File: src/sv/wsd_cell.sv
// ----------------------------------------------------------------------------
// wsd_cell
// One window cell: holds a sample value and timestamp, loads from its neighbor.
// ----------------------------------------------------------------------------
`default_nettype none
module wsd_cell (
  input  wire logic        clk,
  input  wire logic        en,
  input  wire logic [63:0] din,
  output logic      [63:0] dout
);
  always_ff @(posedge clk) begin
    if (en) begin
      dout <= din;
    end
  end
endmodule
`default_nettype wire

File: config.mk
export PLATFORM = sky130hd
export DESIGN_NAME = wsd_cell
export DESIGN_NICKNAME = d
export VERILOG_FILES = /design/src/sv/wsd_cell.sv
export SDC_FILE = /design/constraint.sdc
export NUM_CORES = 1
export LEC_CHECK = 0
export BUFFER_PORTS_ARGS = -buffer_cell sky130_fd_sc_hd__buf_2
export CAP_MARGIN = 20
export CORE_ASPECT_RATIO = 0.9
export CORE_MARGIN = 1.5
export CORE_UTILIZATION = 40
export CTS_CLUSTER_SIZE = 28
export DETAILED_ROUTE_END_ITERATION = 7
export PLACE_DENSITY_LB_ADDON = 0.15
export SETUP_SLACK_MARGIN = 0.1
export SLEW_MARGIN = 5
export SYNTH_ARGS = -nofsm -noshare
export SYNTH_HDL_FRONTEND = slang
export SYNTH_SLANG_ARGS = --single-unit
File: constraint.sdc
create_clock -name clk -period 0.8 [get_ports clk]
set_input_delay 0.08 -clock clk [delete_from_list [all_inputs] [get_ports clk]]
set_output_delay 0.08 -clock clk [all_outputs]
set_load 0.02 [all_outputs]
==> reports/results.ini <==
[sta]
setup_total_negative_slack_ps=-8850
tightest_slew_ps=171
slew_headroom=0.886
fin_ws_ps=-186
fin_hold_ws_ps=237
drv_slew=0
achievable_clock_frequency_ghz=1.01
layout_worst_path_cycle_share=1.23
grt_setup_unrepaired=yes
finalWorstPathRequiredPeriod_ps=986
final-hold-violation-count=0
setup_viol_count_final=64

[flow_run]
timing.max_cap.violations=0

[routing]
met1Wirelength_um=1810
drc=0
wire_per_inst_um=15.2
drt_iter0_drc=46
met2_wirelength_um=2750
routed.top_layer=met4
wl_met3_um=507
drt_pass1_iterations=4
vias=1432
drt-vias-per-instance=4.27
detail-route-antenna-nets=0
detail_route.wirelength_um=5090

[logic_synthesis]
netlist-cell-type-count=1
synth_flop_cell=sky130_fd_sc_hd__edfxtp_1
yosys_register_bits=64
most_common_library_cells_after_synthesis=sky130_fd_sc_hd__edfxtp_1 (64)
synth_cells=64
synthArstFlopShare=0
synthDominantCellAreaShare=1.00
netlist_area_mm2=0.00192
yosysMostFrequentCell=sky130_fd_sc_hd__edfxtp_1
synth_area_leaders=sky130_fd_sc_hd__edfxtp_1 (100%)
net_count_of_the_mapped_netlist=130
ys.warnings.count=0
largest_area_contributor_in_the_netlist=sky130_fd_sc_hd__edfxtp_1
synth_edf_count=64
ys_seq_area_frac=1.00
post_synth.cell_area_avg_um2=30.0

[power_and_ir_drop]
maximum_vdd_ir_drop_mv=1.86
finalPower_uw=7480
leakage_power_total_uw=0.00158
power_density_mw_per_mm2=2010

[run_status]
run_status=complete, but fails checks
violations=setup timing

[hold_path]
holdCritPathClass=in2reg
holdCritStartpoint=en
worstHoldEndpoint=dout[27]
cell_depth_of_the_worst_min_delay_path=2

[setup_path]
crit_chain=buf_6
crit_path_buf_inv_count=1
critPathMaxFanout=1
cpLargestDelayFamily=flip-flops
cpPeakStageDelay_ps=420
critPathSlowestCell=sky130_fd_sc_hd__edfxtp_1
crit_type=reg2out
setup.worst_path.end_class=output port
critPathLaunchType=flip-flop
required_ps=720
worst_setup_path_startpoint=dout[47]
critical_path_arrival_ps=910

[placement]
place.port_buffers=129
gpl.final_weighted_congestion=0.652
post_dp_cell_area_mm2=0.00269

[floorplanning]
placementRows=23
ioPinCount=130
overall_die_width_um=76.1
die_area_mm2=0.00523
die-height_um=68.8
floorplan.initialDensity=0.423
design.core.area_mm2=0.00455

[cells_and_area]
fraction_of_final_layout_cells_with_drive_strength_greater_than_1=0.513
design.final.nets=336
multi_input_cells=0
largest_register_ffs=64
areaGrowthSynthToFinish_pct=94.1
register_with_the_most_flip_flops=dout
final_core_utilization=0.821
multiInputGateArea_um2=0
area_of_all_placed_cells_without_fillers_mm2=0.00373
count_of_antenna_diodes_in_the_layout=0
flip_flop_and_latch_area_mm2=0.00192
fillerInstances=258
top_flop_regs=dout (64)

[global_route]
grt_antenna_before_repair=0
grt.overflow.total=0
first_global_vias=1417
groute.usage.overall=0.189
grt_start_max_net_pins=33
grt_first_pass_wirelength_um=6840

[cts]
cts_root_cell=sky130_fd_sc_hd__clkbuf_8
cts.sinks=64
clock_path_buffers=2
tritoncts=done
htree_levels=3
cts_buffers=9
worst_setup_hold_path_clk_slew_ps=60

[stage by stage]
| step | setup WS (ps) | std cells |
|---|---|---|
| after floorplan | 271 | 64 |
| after global placement | 61.3 | 257 |
| after detailed placement | 42.0 | 257 |
| after CTS | -187 | 335 |
| after global routing | -217 | 335 |
| final | -186 | 335 |
[kinds of logic after synthesis]
group	count (synthesis)	synth area share
DFF	64	1.00
[how the worst max path moves through the flow]
stage	end	slack [ps]	depth (start not counted)
detailed placement	dout[53]	40	2
CTS	dout[33]	-190	1
global route	dout[47]	-220	1
floorplan	dout[0]	270	0
global placement	dout[25]	60	2
finish	dout[47]	-190	1
[power breakdown]
part	switching (uW)	internal, uW	leakage (uW)	total, uW
sequential	107	3990	0.000626	4100
combinational	589	690	0.000882	1280
clock	1050	1060	0.0000718	2110
total	1740	5740	0.00158	7480
[cell type report]
class	instances	share of cell area
Tap cell	62	0.0208
Clock buffer	11	0.0352
Timing Repair Buffer	195	0.426
Sequential cell	64	0.515
Clock inverter	3	0.00302
[per-layer routing]
layer / track usage / vias up
li1: - / 669
met3: 0.108 / 2
met1: 0.175 / 672
met4: 0.0764 / 0
met5: 0 / -
met2: 0.351 / 89
[placed cells by master, fill, tap and decap left out]
master,instances
sky130_fd_sc_hd__dlygate4sd3_1,64
sky130_fd_sc_hd__buf_12,2
sky130_fd_sc_hd__clkinv_1,3
sky130_fd_sc_hd__buf_6,42
sky130_fd_sc_hd__edfxtp_1,64
sky130_fd_sc_hd__buf_2,87
sky130_fd_sc_hd__clkbuf_1,2
sky130_fd_sc_hd__clkbuf_8,9
[timing repair]
item / 4_1_cts / 5_1_grt
endpoints found under the hold margin: 64 / 0
endpoints found under the setup margin: 64 / 64
resized for setup: 28 / 57
pin swaps: 0 / 0
buffers inserted: 0 / 0
hold buffers: 64 / 0
(Power assumes the default switching activity.)
