==> config.mk <==
export PLATFORM = sky130hd
export DESIGN_NAME = wsd_targets
export DESIGN_NICKNAME = d
export VERILOG_FILES = /design/src/sv/wsd_targets.sv
export SDC_FILE = /design/constraint.sdc
export NUM_CORES = 2
export LEC_CHECK = 0
export BUFFER_PORTS_ARGS = -buffer_cell sky130_fd_sc_hd__clkbuf_2
export CAP_MARGIN = 0
export CORE_UTILIZATION = 41
export CTS_CLUSTER_SIZE = 30
export DETAILED_ROUTE_END_ITERATION = 8
export HOLD_SLACK_MARGIN = 0.08
export PLACE_DENSITY_LB_ADDON = 0.25
export REMOVE_ABC_BUFFERS = 1
export SYNTH_ARGS = -nofsm -noshare
export SYNTH_HDL_FRONTEND = slang
export SYNTH_SLANG_ARGS = --single-unit
export TNS_END_PERCENT = 50
==> constraint.sdc <==
create_clock -name clk -period 19.6 [get_ports clk]
set_clock_uncertainty 0.05 [all_clocks]
set_input_delay 0.98 -clock clk [delete_from_list [all_inputs] [get_ports clk]]
set_output_delay 0.98 -clock clk [all_outputs]
set_load 0.02 [all_outputs]
==> src/sv/wsd_targets.sv <==
// ----------------------------------------------------------------------------
// wsd_targets
// Target table with collected flags and the tolerance match.
// ----------------------------------------------------------------------------
`default_nettype none
module wsd_targets #(
  parameter int TARGETS = 8
) (
  input  wire logic               clk,
  input  wire logic               rst,
  input  wire logic               load,
  input  wire logic [2:0]         load_index,
  input  wire logic signed [31:0] load_value,
  input  wire logic               collect,
  input  wire logic signed [31:0] sample,
  input  wire logic [30:0]        tolerance,
  input  wire logic [3:0]         target_count,
  output logic      [3:0]         hits
);
  localparam int HW = $clog2(TARGETS + 1);

  logic signed [31:0] tval [TARGETS];
  logic [TARGETS-1:0] done;
  logic [TARGETS-1:0] match;
  logic [HW-1:0]      nhit;

  always_comb begin
    nhit = '0;
    for (int i = 0; i < TARGETS; i++) begin
      match[i] = collect && !done[i] && (32'(i) < {28'd0, target_count})
        && (34'(tval[i]) - signed'(34'({1'b0, tolerance})) < 34'(sample))
        && (34'(tval[i]) + signed'(34'({1'b0, tolerance})) > 34'(sample));
      nhit = nhit + HW'(match[i]);
    end
  end

  assign hits = 4'(nhit);

  always_ff @(posedge clk) begin
    if (load && (32'(load_index) < 32'(TARGETS))) begin
      tval[load_index] <= load_value;
    end
  end

  always_ff @(posedge clk) begin
    if (rst) begin
      done <= '0;
    end else begin
      for (int i = 0; i < TARGETS; i++) begin
        if (load && (32'(load_index) == 32'(i))) done[i] <= 1'b0;
        else if (match[i]) done[i] <= 1'b1;
      end
    end
  end
endmodule
`default_nettype wire

==> flow_summary.yaml <==
run_status:
  outcome: "complete, but fails checks"
  violations: "design-rule violations"
placement:
  hpwl_um: 123000
  routabilityCongestion: 0.939
  io_buffer_count: 109
layout:
  n_fill_cell: 10500
  drive_gt1_share_pct: 5.39
  area_growth_pct: 7.80
  fin_nets: 6381
detailed_routing:
  ant_nets: 0
  via_per_inst: 5.97
  drtPass1Iterations: 8
  drc: 12
  drt_iter0_markers: 3021
  wirelength_um: 150000
  routedWlPerCell_um: 22.5
  vias: 39800
timing:
  slew_headroom_pct: 21.0
  tns_ps: 0
  hold_viol: 0
  timing_worst_slew_pin_value_ps: 1180
  slew_viol_final: 0
  setup_viol: 0
  rsz0062_at_grt: "false"
  post-route-period-util_pct: 52.6
  finalCriticalPeriod_ps: 10310
  max_freq_mhz: 97.0
clocking:
  root_buffer: "clkbuf_16"
  clk_path_buf_depth: 3
  htreeDepth: 2
  ctsResizeCount: 0
  insertion_delay_ps: 590
  numCtsBuffers: 39
  cts_hold_buf: 0
  cts.sinks: 264
  cts_setup_buffers: 0
  cts_tree: "built"
  clkTransAtPathRegs_ps: 60
setup_path:
  worst_setup_path_start_kind: "input pin"
  r2r_end: "done[7]"
  arrival_ps: 9280
  critPathMaxFanout: 10
  r2r_cells: 18
  path_class: "in -> out"
  rrSetupSlack_ps: 13300
  rr_startpoint: "tval[7][14]"
  cp-end-kind: "output pin"
  worstPathRequired_ps: 18570
synth:
  ys_types: 98
  synthTopCellsByCount: "ha_1, a21oi_1, nor2_1"
  synth_area_um2: 43900
  post-synth-top-area-cell: "ha_1"
  synth_seq_cells: 264
  ys_seq_area_share_pct: 17.9
  synth_top_cell_area_share_pct: 29.1
  yosysMostFrequentCell: "ha_1"
  ys_warn_count: 0
  async_reset_ff_share_pct: 0
  synthCells: 5205
  syn_area_per_cell_um2: 8.43
  synth_edf_count: 256
  ys.flop_type: "edfxtp_1"
  ys_top_cells_by_area: "ha_1, edfxtp_1, xnor2_1, a21oi_1, a21o_1"
global_route:
  grt_pass1_vias: 39300
  overflow: 0
  grt_use_total_pct: 26.9
  grt_antenna_before_repair: 4
  grt_first_pass_wirelength_um: 224000
  grt_max_degree: 35
min_path:
  holdPathEnd: "done[3]"
  hold_class: "reg -> reg"
  hp-start: "done[3]"
  min_path_cells: 1
floorplan:
  io_pins: 110
  coreArea_um2: 106000
  die_y_um: 329
  dieArea_um2: 108000
  initial_core_util_pct: 41.5
  die_w_um: 329
  rows: 119
pwr:
  vdd_drop_max_mv: 0.0532
  cellPowerDensity_nw_per_um2: 57.3
  p_leak_nw: 21.1
  p_total_mw: 2.71
flow_run:
  max_cap_viol_count: 0
where the power goes:
group	total (mW)	leakage (nW)	switching, mW	internal [mW]
Clock	0.794	0.663	0.308	0.486
Sequential	0.652	2.39	0.0116	0.640
Combinational	1.27	18.1	0.757	0.509
cells by family after synthesis:
kind of cell | share of synthesized area (%)
AO/OA/AOI/OAI | 24.1
XOR/XNOR | 8.75
adder cells (fa/ha/maj) | 30.0
buffers and inverters | 4.52
flip-flops | 17.9
multiplexers | 0.0998
AND/OR/NAND/NOR | 14.7
registers in the layout, summed over array words and instances (netlist names):
name  cells
done      8
tval    256
critical path, cell delays in order:
cell and delay [ps]:
clkbuf_2 340, inv_1 370, ha_1 550, nor4_1 590, o2111ai_1 370, a21oi_1 380
nor2_1 170, o21bai_2 220, a21oi_1 140, o41ai_2 500, o221a_1 300, xnor2_1 80
ha_1 300, nand3_1 70, nor2_1 170, nand2_1 140, nor4_1 680, nand3_1 310
a31oi_1 250, a211o_1 330, fa_1 520, fa_1 520, inv_1 50, ha_1 200
fa_1 380, xor2_1 160, clkbuf_2 180
final cells by class:
| type | instances | area [um2] | area share (%) |
|---|---|---|---|
| repair buffers | 154 | 883 | 1.87 |
| diodes | 3 | 7.51 | 0.0159 |
| inverters | 355 | 1330 | 2.82 |
| clock inverters | 20 | 293 | 0.619 |
| flip-flops and latches | 264 | 7850 | 16.6 |
| well taps | 1391 | 1740 | 3.68 |
| clock buffers | 51 | 1090 | 2.31 |
| multi-input cells | 4422 | 34100 | 72.1 |
layer usage:
metal  routed length (um)  GRT usage (%)  up-vias
li1                     -              -    19300
met4                 6570           11.0        0
met2                69400           45.8     1106
met1                66500           34.8    19100
met3                 7310           2.45      256
met5                    0              0        -
cells in the final DEF (no fill, tap or decap), drive strengths merged, types with 37 or more instances in the layout:
master,instances
xnor2,345
a21o,246
inv,351
a21oi,546
xor2,93
nor2,462
nor2b,77
edfxtp,256
o21bai,93
nor4,43
o211ai,42
o21ai,282
a31oi,59
nand2b,92
buf,45
o31ai,37
a211oi,50
nand2,175
ha,1019
clkbuf,160
nor3,128
nand3,64
nand4,110
o21a,53
metrics by stage:
step | std cells | worst slack [ps] | hold slack (ps) | utilization [%] | area (um2)
floorplan | 5041 | 11060 | 367 | - | 43200
global placement | 6586 | 9370 | 388 | 43.4 | 45900
detailed placement | 6586 | 9320 | 398 | 43.4 | 45900
CTS | 6657 | 9290 | 411 | 44.7 | 47300
global route | 6658 | 8610 | 430 | 44.7 | 47300
finish | 6660 | 9290 | 409 | 44.7 | 47300
how the worst max path moves through the flow:
stage / startpoint / endpoint / slack, ps / depth (start not counted)
2_1_floorplan: tolerance[1] / hits[2] / 11060 / 27
3_3_place_gp: tolerance[1] / hits[2] / 9370 / 29
3_5_place_dp: tolerance[1] / hits[2] / 9320 / 29
4_1_cts: tolerance[1] / hits[2] / 9290 / 29
5_1_grt: tolerance[1] / hits[2] / 8610 / 30
6_report: tolerance[8] / hits[2] / 9290 / 27
No activity file was read; power rests on OpenSTA's default activity.
