[src/sv/wsd_pkg.sv]
// ----------------------------------------------------------------------------
// wsd_pkg
// Shared types and codes of the windowed stability detector.
// ----------------------------------------------------------------------------
`default_nettype none
package wsd_pkg;

  localparam logic [1:0] KIND_SAMPLE = 2'd0;
  localparam logic [1:0] KIND_TICK   = 2'd1;
  localparam logic [1:0] KIND_ARM    = 2'd2;
  localparam logic [1:0] KIND_LOAD   = 2'd3;

  localparam logic [1:0] ST_INIT     = 2'd0;
  localparam logic [1:0] ST_TIMEOUT  = 2'd1;
  localparam logic [1:0] ST_UNSTABLE = 2'd2;
  localparam logic [1:0] ST_STABLE   = 2'd3;

  localparam logic [2:0] REG_RANGE   = 3'd0;
  localparam logic [2:0] REG_MINSAMP = 3'd1;
  localparam logic [2:0] REG_WINDOW  = 3'd2;
  localparam logic [2:0] REG_TIMEOUT = 3'd3;
  localparam logic [2:0] REG_TOL     = 3'd4;
  localparam logic [2:0] REG_TCOUNT  = 3'd5;

  typedef enum logic [3:0] {
    FSM_IDLE  = 4'b0001,
    FSM_SCAN  = 4'b0010,
    FSM_JUDGE = 4'b0100,
    FSM_FIN   = 4'b1000
  } fsm_t;

  typedef struct packed {
    logic clear;
    logic step;
  } scan_ctl_t;

endpackage
`default_nettype wire

[src/sv/wsd_scan.sv]
// ----------------------------------------------------------------------------
// wsd_scan
// Scan unit at the chain tail: eviction of old samples and window min/max.
// ----------------------------------------------------------------------------
`default_nettype none
module wsd_scan
  import wsd_pkg::*;
#(
  parameter int IDX_W = 8,
  parameter int CNT_W = 9
) (
  input  wire logic               clk,
  input  wire scan_ctl_t          ctl,
  input  wire logic [IDX_W-1:0]   idx,
  input  wire logic [CNT_W-1:0]   count,
  input  wire logic [63:0]        tap,
  input  wire logic [31:0]        newest_time,
  input  wire logic [31:0]        window_ms,
  output logic      [CNT_W-1:0]   kept,
  output logic signed [31:0]      wmin,
  output logic signed [31:0]      wmax
);
  logic               evicting;
  logic               in_win;
  logic               old;
  logic signed [31:0] v;

  assign v      = signed'(tap[31:0]);
  assign in_win = CNT_W'(idx) < count;
  assign old    = ({1'b0, tap[63:32]} + {1'b0, window_ms}) < {1'b0, newest_time};

  always_ff @(posedge clk) begin
    if (ctl.clear) begin
      evicting <= 1'b1;
      kept     <= '0;
    end else if (ctl.step && in_win) begin
      if (evicting && (idx != '0) && old) begin
        kept <= CNT_W'(idx);
      end else begin
        evicting <= 1'b0;
        if (evicting) begin
          kept <= CNT_W'(idx) + CNT_W'(1);
          wmin <= v;
          wmax <= v;
        end else begin
          if (v < wmin) wmin <= v;
          if (v > wmax) wmax <= v;
        end
      end
    end
  end
endmodule
`default_nettype wire

[config.mk]
export PLATFORM = sky130hd
export DESIGN_NAME = wsd_scan
export DESIGN_NICKNAME = d
export VERILOG_FILES = /design/src/sv/wsd_pkg.sv /design/src/sv/wsd_scan.sv
export SDC_FILE = /design/constraint.sdc
export NUM_CORES = 1
export LEC_CHECK = 0
export BUFFER_PORTS_ARGS = -buffer_cell sky130_fd_sc_hd__buf_2
export CORE_MARGIN = 10
export CORE_UTILIZATION = 40
export CTS_BUF_LIST = sky130_fd_sc_hd__clkbuf_16
export DETAILED_ROUTE_END_ITERATION = 12
export PLACE_DENSITY_LB_ADDON = 0.12
export SYNTH_ARGS = -nofsm -noshare
export SYNTH_HDL_FRONTEND = slang
export SYNTH_SLANG_ARGS = --single-unit
[constraint.sdc]
create_clock -name clk -period 6.67 [get_ports clk]
set_clock_uncertainty 0.2 [all_clocks]
set_input_delay 1.0005 -clock clk [delete_from_list [all_inputs] [get_ports clk]]
set_output_delay 1.0005 -clock clk [all_outputs]
set_load 0.005 [all_outputs]
==> impl_metrics.yaml, run 1 <==
layout:
  n_antenna_cell: 0
  nets: 1266
  n_fill_cell: 1693
  drive_gt1_share_pct: 25.5
  finalNonFillerCells: 1212
  syn_to_final_growth_pct: 23.8
drt:
  vias: 6151
  wl_mm: 19.5
  drt-initial-drc-count: 205
  drc: 0
  wl_per_cell_um: 16.1
  vias_per_cell: 5.08
  drtAntennaViolNets: 0
  drt-pass1-iter-count: 5
logic_synthesis:
  synthCells: 762
  synth.distinct_cells: 66
  yosys_register_bits: 74
  yosysSeqAreaShare_pct: 30.4
  syn_nets: 1046
  synth_area_um2: 6980
  synth_edf_count: 64
  synth_warnings: 0
  syn_avg_cell_area_um2: 9.16
  ys.flop_type: "edfxtp_1"
  async_reset_ff_share_pct: 0
floorplanning:
  die-area_um2: 23100
  initial_core_util_pct: 40.7
  core_area_um2: 17200
  chipHeight_um: 152
  rows: 48
  ios: 221
  die_x_um: 152
clock_tree:
  cts-root-buf: "clkbuf_16"
  post_cts_buffers: 0
  cts_hold_buf: 0
  clk_latency_ns: 0.33
  cts_buffers: 9
  clk_path_buf_depth: 2
  cts_sinks: 74
  cts_tree: "built"
  ctsResizeCount: 0
  clk_pin_slew_worst_paths_ns: 0.05
  h-tree-depth: 3
timing:
  setup_viol: 0
  rsz0062_at_grt: "no"
  fin_crit_ns: 5.89
  tightest_slew_ns: 0.661
  relSlewSlack_pct: 55.4
  fin_crit_sh_pct: 88.3
  fin_tns_setup_ns: 0
  fin_ws_ns: 0.781
  fmax_mhz: 170
  hold_violations: 0
  maxSlewViolCount: 0
critical_path:
  critPathArrivalTime_ns: 5.70
  max_stage_delay_ns: 0.64
  reg2reg_setup_slack_ns: 3.56
  critPathKind: "in -> reg"
  r2r-start: "wmin[29]"
  reg2reg_to: "wmin[14]"
  path_cells: "buf_2 > ha_1 > nand2_1 > or4b_2 > o211ai_1 > a21oi_1 > a221oi_1 > buf_4 > o21ai_0 > xnor2_1 > ha_1 > nand3_1 > nor4_1 > a221oi_1 > o21ai_0 > a211oi_1 > and2_1 > nor3_1 > o221a_2 > buf_4"
  endpoint: "wmax[22]"
  cp.required_ns: 6.48
  critPathMaxFanout: 20
  start_kind: "primary input"
  crit_start: "tap[39]"
  r2r_cells: 11
  end_kind: "flip-flop"
  slowest_stage: "or4b_2"
placed_design:
  dp_slack_ns: 0.456
  io_buffers: 220
  dpl.hpwl_mm: 16.9
  placed_cells: 1196
  gp_congestion: 0.881
grt:
  grt_pass1_wl_mm: 32.2
  first_global_vias: 6392
  grt_max_degree: 21
  antenna_found_initial: 0
  globalRouteOverflowTotal: 0
  grt_usage_pct: 16.4
power_and_ir_drop:
  switchingPower_mw: 0.497
  peakVddDrop_mv: 0.119
  power.density_nw_per_um2: 184
  pwr-share-seq_pct: 35.3
  clkPwrFrac_pct: 30.9
  intPower_mw: 1.10
  p_comb_share_pct: 33.9
  swShare_pct: 31.2
  p_leak_nw: 4.44
worst_hold_path:
  min_path_type: "reg -> reg"
outcome:
  status: "finished clean"
flow_run:
  maxCapViolCount: 0
-- cell families after synthesis --
group / share of synthesized area [%]
AOI/OAI and AO/OA: 21.2
and+or+nand+nor: 12.4
buffers and inverters: 7.88
adders and majority gates: 24.5
DFF: 30.4
xor gates and xnor gates: 3.39
muxes: 0.305
-- Yosys cell counts, drive strengths merged, types with 8 or more instances --
cell / n / share of area (%)
nand3: 17 / 1.2
ha: 135 / 24
nor2: 32 / 1.7
inv: 125 / 6.7
edfxtp: 64 / 28
o21bai: 8 / 0.86
nand4: 21 / 1.9
a21o: 47 / 5.1
nand2: 37 / 2.0
a21oi: 64 / 4.6
buf: 8 / 0.72
o21ai: 38 / 2.8
nand2b: 10 / 0.90
xnor2: 21 / 2.6
o211ai: 8 / 0.93
dfxtp: 10 / 2.9
clkbuf: 8 / 0.45
o21a: 9 / 0.97
-- metal layers --
| layer | GRT usage (%) | vias to the layer above | share of wire (%) |
|---|---|---|---|
| li1 | - | 3221 | - |
| met1 | 20.6 | 2735 | 45 |
| met2 | 27.7 | 180 | 48 |
| met3 | 3.64 | 15 | 6.0 |
| met4 | 4.49 | 0 | 1.6 |
| met5 | 0 | - | 0 |
-- flip-flops by register name, summed over array words and instances, names as in the netlist --
register  flops
kept          9
wmin         32
wmax         32
evicting      1
-- cells in the final DEF, fill, tap and decap left out, types with 17 or more instances in the layout --
cell / Yosys / final
buf_2: 4 / 220
ha_1: 135 / 135
inv_1: 125 / 125
a21oi_1: 64 / 64
edfxtp_1: 64 / 64
a21o_1: 46 / 46
nand2_1: 37 / 37
o21ai_0: 37 / 37
nor2_1: 32 / 32
xnor2_1: 21 / 21
nand4_1: 21 / 21
nand3_1: 17 / 17
-- critical path: cells and delay by family --
family	cells	cell delay, ns
compound gates	8	1.54
xor+xnor	1	0.17
simple gates	6	1.74
fa+ha+maj	2	0.66
buf+inv	3	0.56
-- how the worst min path moves through the flow --
stage,depth (start not counted),endpoint,slack (ns),startpoint
after floorplan,2,kept[8],0.25,kept[8]
after global routing,2,kept[8],0.28,kept[8]
final,2,kept[8],0.26,kept[8]
after detailed placement,2,kept[8],0.26,kept[8]
after global placement,2,kept[8],0.25,kept[8]
after CTS,2,kept[8],0.26,kept[8]
-- per-stage QoR --
step                hold WS, ns  power, mW  util, %  instance area, um2
detailed placement        0.257       1.11     48.5                8340
CTS                       0.265       1.62     50.3                8650
global placement          0.249       1.11     48.5                8340
global route              0.285       1.72     50.3                8650
finish                    0.263       1.59     50.3                8650
floorplan                 0.253      0.925        -                6980
-- layout make-up --
type	instances	area (um2)	share of cell area (%)
inverters	125	469	5.43
flip-flops and latches	74	2120	24.5
repair buffers	225	1150	13.3
well taps	225	282	3.26
multi-input cells	547	4310	49.9
clock buffers	10	250	2.89
clock inverters	6	62.6	0.723
-- power groups by stage --
stage	sequential, mW	combinational (mW)	clock (mW)
after CTS	0.562	0.547	0.506
after floorplan	0.572	0.353	0
after global routing	0.566	0.623	0.528
final	0.562	0.540	0.492
after detailed placement	0.572	0.542	0
after global placement	0.572	0.541	0
Power figures use the tool's default switching activity.
==> inputs of run 2 (changes only) <==
Settings changed: CORE_UTILIZATION 40 to 25, REMOVE_ABC_BUFFERS from default to 1.
==> run 2 against run 1 <==
Net effect:
- final cell count is 13% higher
- first-iteration DRC count grew 40%
- die area grew 51%
- critical endpoint is now wmax[16]
==> impl_metrics.yaml, run 2 (same netlist as run 1, synthesis figures left out) <==
grt:
  first_global_vias: 6561
  grt_pass1_wl_mm: 35.9
  gr-usage-met3_pct: 4.16
  gr-usage-met2_pct: 20.3
  grt_max_degree: 33
  grt_usage_pct: 12.6
  globalRouteOverflowTotal: 0
  grt_most_used_layer: "met2"
  antenna_found_initial: 2
  met1_usage_pct: 16.2
floorplanning:
  die-area_um2: 35000
  core_area_um2: 27700
  ios: 221
  initial_core_util_pct: 25.2
  rows: 61
  chipHeight_um: 187
  die_x_um: 187
drt:
  wl_mm: 22.4
  vias_per_cell: 4.53
  vias: 6201
  drtAntennaViolNets: 0
  wl_per_cell_um: 16.4
  drt-pass1-iter-count: 5
  drt-initial-drc-count: 287
  drc: 0
power_and_ir_drop:
  power.density_nw_per_um2: 178
  p_leak_nw: 4.44
  p_total_mw: 1.57
  peakVddDrop_mv: 0.117
layout:
  final_common_cell: "buf_2"
  largestRegisters: "wmax x32, wmin x32, kept x9"
  syn_to_final_growth_pct: 26.3
  final_cell_mix: "buf_2 (220), ha_1 (135), inv_1 (125)"
  drive_gt1_share_pct: 25.9
  fin_util_pct: 31.8
  nets: 1269
  fin_area_um2: 8820
critical_path:
  r2r-start: "wmin[29]"
  critPathMaxFanout: 23
  path_cells: "buf_2 > ha_1 > a21o_1 > a21o_1 > a2111oi_0 > nor3b_1 > o211a_1 > o21ai_0 > and2_1 > a311oi_1 > ha_1 > nand4_1 > nor4_1 > o2111a_1 > a211oi_1 > and2_1 > nor3_1 > o221a_2 > buf_4"
  end_kind: "flip-flop"
  critPathKind: "in -> reg"
  max_stage_delay_ns: 0.69
  start_kind: "primary input"
  path_buf_inv: 2
  critPathArrivalTime_ns: 6.05
  cp.required_ns: 6.48
  critPathTopFamily: "compound AO/OA/AOI/OAI gates"
  crit_start: "tap[33]"
  slowest_stage: "a2111oi_0"
timing:
  fin_tns_setup_ns: 0
  fmax_mhz: 160
  fin_crit_ns: 6.24
  maxSlewViolCount: 0
  setup_viol: 0
  rsz0062_at_grt: "no"
  relSlewSlack_pct: 50.6
  hold_violations: 0
  fin_ws_ns: 0.430
  fin_crit_sh_pct: 93.5
  tightest_slew_ns: 0.722
placed_design:
  dp_slack_ns: -0.0997
  gp_congestion: 0.837
  placed_cell_area_um2: 8540
  io_buffers: 220
  dpl.hpwl_mm: 19.2
clock_tree:
  h-tree-depth: 3
  cts_sinks: 74
  cts_buffers: 9
  clk_pin_slew_worst_paths_ns: 0.06
  cts-root-buf: "clkbuf_16"
  ctsResizeCount: 0
  clk_latency_ns: 0.35
  clk_path_buf_depth: 2
  post_cts_buffers: 0
  cts_hold_buf: 0
  cts_tree: "built"
worst_hold_path:
  min_path_type: "reg -> reg"
  worstHoldStart: "kept[8]"
outcome:
  status: "finished clean"
flow_run:
  maxCapViolCount: 0
[run 2: power breakdown]
part           internal (mW)  total, mW  switching (mW)
registers              0.544      0.563          0.0190
logic                  0.245      0.556           0.311
clock network          0.251      0.447           0.196
[run 2: cell type report]
| class | count | area, um2 |
|---|---|---|
| Clock inverter | 7 | 45.0 |
| Multi-Input combinational cell | 547 | 4320 |
| Tap cell | 378 | 473 |
| Clock buffer | 9 | 225 |
| Antenna cell | 1 | 2.50 |
| Sequential cell | 74 | 2120 |
| Inverter | 125 | 469 |
| Fill cell | 2965 | 18900 |
| Timing Repair Buffer | 228 | 1160 |
[run 2: worst reg2reg max path: stages, from the launching register on]
cell	delay, ns
edfxtp_1	0.43
inv_1	0.09
ha_1	0.24
a21o_1	0.18
a21o_1	0.17
a21oi_1	0.16
o21ai_0	0.22
a2111oi_0	0.36
o21ai_0	0.17
a21oi_1	0.30
o41a_4	0.50
[run 2: routing by layer]
layer	wire length, um	vias up
li1	-	3234
met3	1500	14
met5	12	-
met4	223	2
met1	10700	2784
met2	9980	167
[run 2: worst paths after layout]
path                                 end  slack [ns]  cells past startpoint
worst max-delay path            wmax[16]        0.43                     19
worst min-delay path             kept[8]        0.27                      2
worst max register to register  wmin[20]        3.28                     10
worst min register to register   kept[8]        0.27                      2
[run 2: per-stage QoR]
step                hold WS (ns)  cells
finish                     0.268   1369
global placement           0.253   1352
global route               0.291   1368
detailed placement         0.261   1352
floorplan                  0.247    746
CTS                        0.270   1368
==> inputs of run 3 (changes only) <==
Settings changed: CAP_MARGIN from default to 20, HOLD_SLACK_MARGIN from default to 0.08, MAX_ROUTING_LAYER from default to met4.
==> run 3 against run 2 <==
Net effect:
- first-iteration DRC count down 4.5%
- register-to-register slack hardly changed
- clock-buffer cell count unchanged
- core utilization hardly changed
- critical endpoint unchanged
- largest power group unchanged
- worst setup slack worse by 0.00082 ns
- power shrank 0.20%
- final cell count about the same
==> impl_metrics.yaml, run 3 (same netlist as run 1, synthesis figures left out) <==
clock_tree:
  cts-root-buf: "clkbuf_16"
  clk_path_buf_depth: 2
  clk_latency_ns: 0.34
  cts_sinks: 74
  clk_pin_slew_worst_paths_ns: 0.06
  h-tree-depth: 3
  cts_buffers: 9
  cts_hold_buf: 0
  cts_tree: "built"
  ctsResizeCount: 0
  post_cts_buffers: 0
worst_hold_path:
  min_path_type: "reg -> reg"
grt:
  grt_max_degree: 33
  grt_usage_pct: 13.0
  antenna_found_initial: 2
  first_global_vias: 6580
  globalRouteOverflowTotal: 0
  grt_pass1_wl_mm: 35.9
drt:
  wl_mm: 22.3
  vias_per_cell: 4.52
  wl_per_cell_um: 16.3
  drt-initial-drc-count: 274
  drtAntennaViolNets: 0
  drc: 0
  vias: 6195
  drt-pass1-iter-count: 4
timing:
  fin_ws_ns: 0.429
  fin_crit_sh_pct: 93.6
  setup_viol: 0
  maxSlewViolCount: 0
  relSlewSlack_pct: 50.6
  hold_ws_ns: 0.269
  tightest_slew_ns: 0.722
  fin_tns_setup_ns: 0
  fin_crit_ns: 6.24
  fmax_mhz: 160
  hold_violations: 0
  rsz0062_at_grt: "no"
floorplanning:
  ios: 221
  die-area_um2: 35000
  chipHeight_um: 187
  core_area_um2: 27700
  die_x_um: 187
  rows: 61
  initial_core_util_pct: 25.2
power_and_ir_drop:
  p_comb_share_pct: 35.6
  intPower_mw: 1.04
  swShare_pct: 33.5
  power.density_nw_per_um2: 177
  peakVddDrop_mv: 0.115
  p_leak_nw: 4.44
  switchingPower_mw: 0.523
  clkPwrFrac_pct: 28.4
  pwr-share-seq_pct: 36.0
  p_total_mw: 1.56
critical_path:
  critPathArrivalTime_ns: 6.05
  end_kind: "flip-flop"
  critPathKind: "in -> reg"
  start_kind: "primary input"
  reg2reg_setup_slack_ns: 3.29
  critPathTopFamily: "compound AO/OA/AOI/OAI gates"
  critPathMaxFanout: 23
  path_buf_inv: 2
  max_stage_delay_ns: 0.69
  slowest_stage: "a2111oi_0"
  cp.required_ns: 6.48
  path_cells: "buf_2 > ha_1 > a21o_1 > a21o_1 > a2111oi_0 > nor3b_1 > o211a_1 > o21ai_0 > and2_1 > a311oi_1 > ha_1 > nand4_1 > nor4_1 > o2111a_1 > a211oi_1 > and2_1 > nor3_1 > o221a_2 > buf_4"
layout:
  final_cell_mix: "buf_2 (220), ha_1 (135), inv_1 (125)"
  fin_area_um2: 8820
  fin_util_pct: 31.8
  drive_gt1_share_pct: 25.9
  finalNonFillerCells: 1370
  largestRegisters: "wmax x32, wmin x32, kept x9"
  nets: 1269
  syn_to_final_growth_pct: 26.3
  final_common_cell: "buf_2"
placed_design:
  placed_cell_area_um2: 8540
  placed_cells: 1352
  dpl.hpwl_mm: 19.2
  io_buffers: 220
  gp_congestion: 0.850
  dp_slack_ns: -0.0997
outcome:
  status: "finished clean"
flow_run:
  maxCapViolCount: 0
-- run 3: changes by cell type in the layout (fill, tap and decap cells not counted), sizes merged --
cell | before | now
diode | 1 | 2
-- run 3: path summary, 6_finish.rpt --
kind,startpoint,end,cells after the start
setup / recovery,tap[33],wmax[16],19
setup reg to reg,wmin[29],wmin[2],10
hold / removal,kept[8],kept[8],2
hold reg to reg,kept[8],kept[8],2
-- run 3: layout make-up --
| class | count | area (um2) |
|---|---|---|
| clock inverter | 7 | 45.0 |
| sequential | 74 | 2120 |
| fill | 2964 | 18900 |
| timing repair buffer | 228 | 1160 |
| multi-input combinational | 547 | 4320 |
| antenna | 2 | 5.00 |
| inverter | 125 | 469 |
| tap | 378 | 473 |
| clock buffer | 9 | 225 |
-- run 3: tightest hold or removal path, stage by stage, from the launching register on --
cell and delay [ns]:
dfxtp_1 0.31, nand2_1 0.06, a21oi_1 0.06
-- run 3: power groups by stage --
stage	clock [mW]	combinational, mW	sequential (mW)
after detailed placement	0	0.562	0.573
final	0.444	0.556	0.563
after CTS	0.467	0.566	0.563
after floorplan	0	0.347	0.572
after global placement	0	0.566	0.573
after global routing	0.486	0.642	0.567
-- run 3: layer usage --
metal / GRT usage (%) / up-vias / wire length [um]
met5: - / - / 0
met4: 2.54 / 0 / 238
met3: 3.78 / 14 / 1380
met2: 20.4 / 167 / 9940
met1: 16.2 / 2778 / 10800
li1: - / 3236 / -
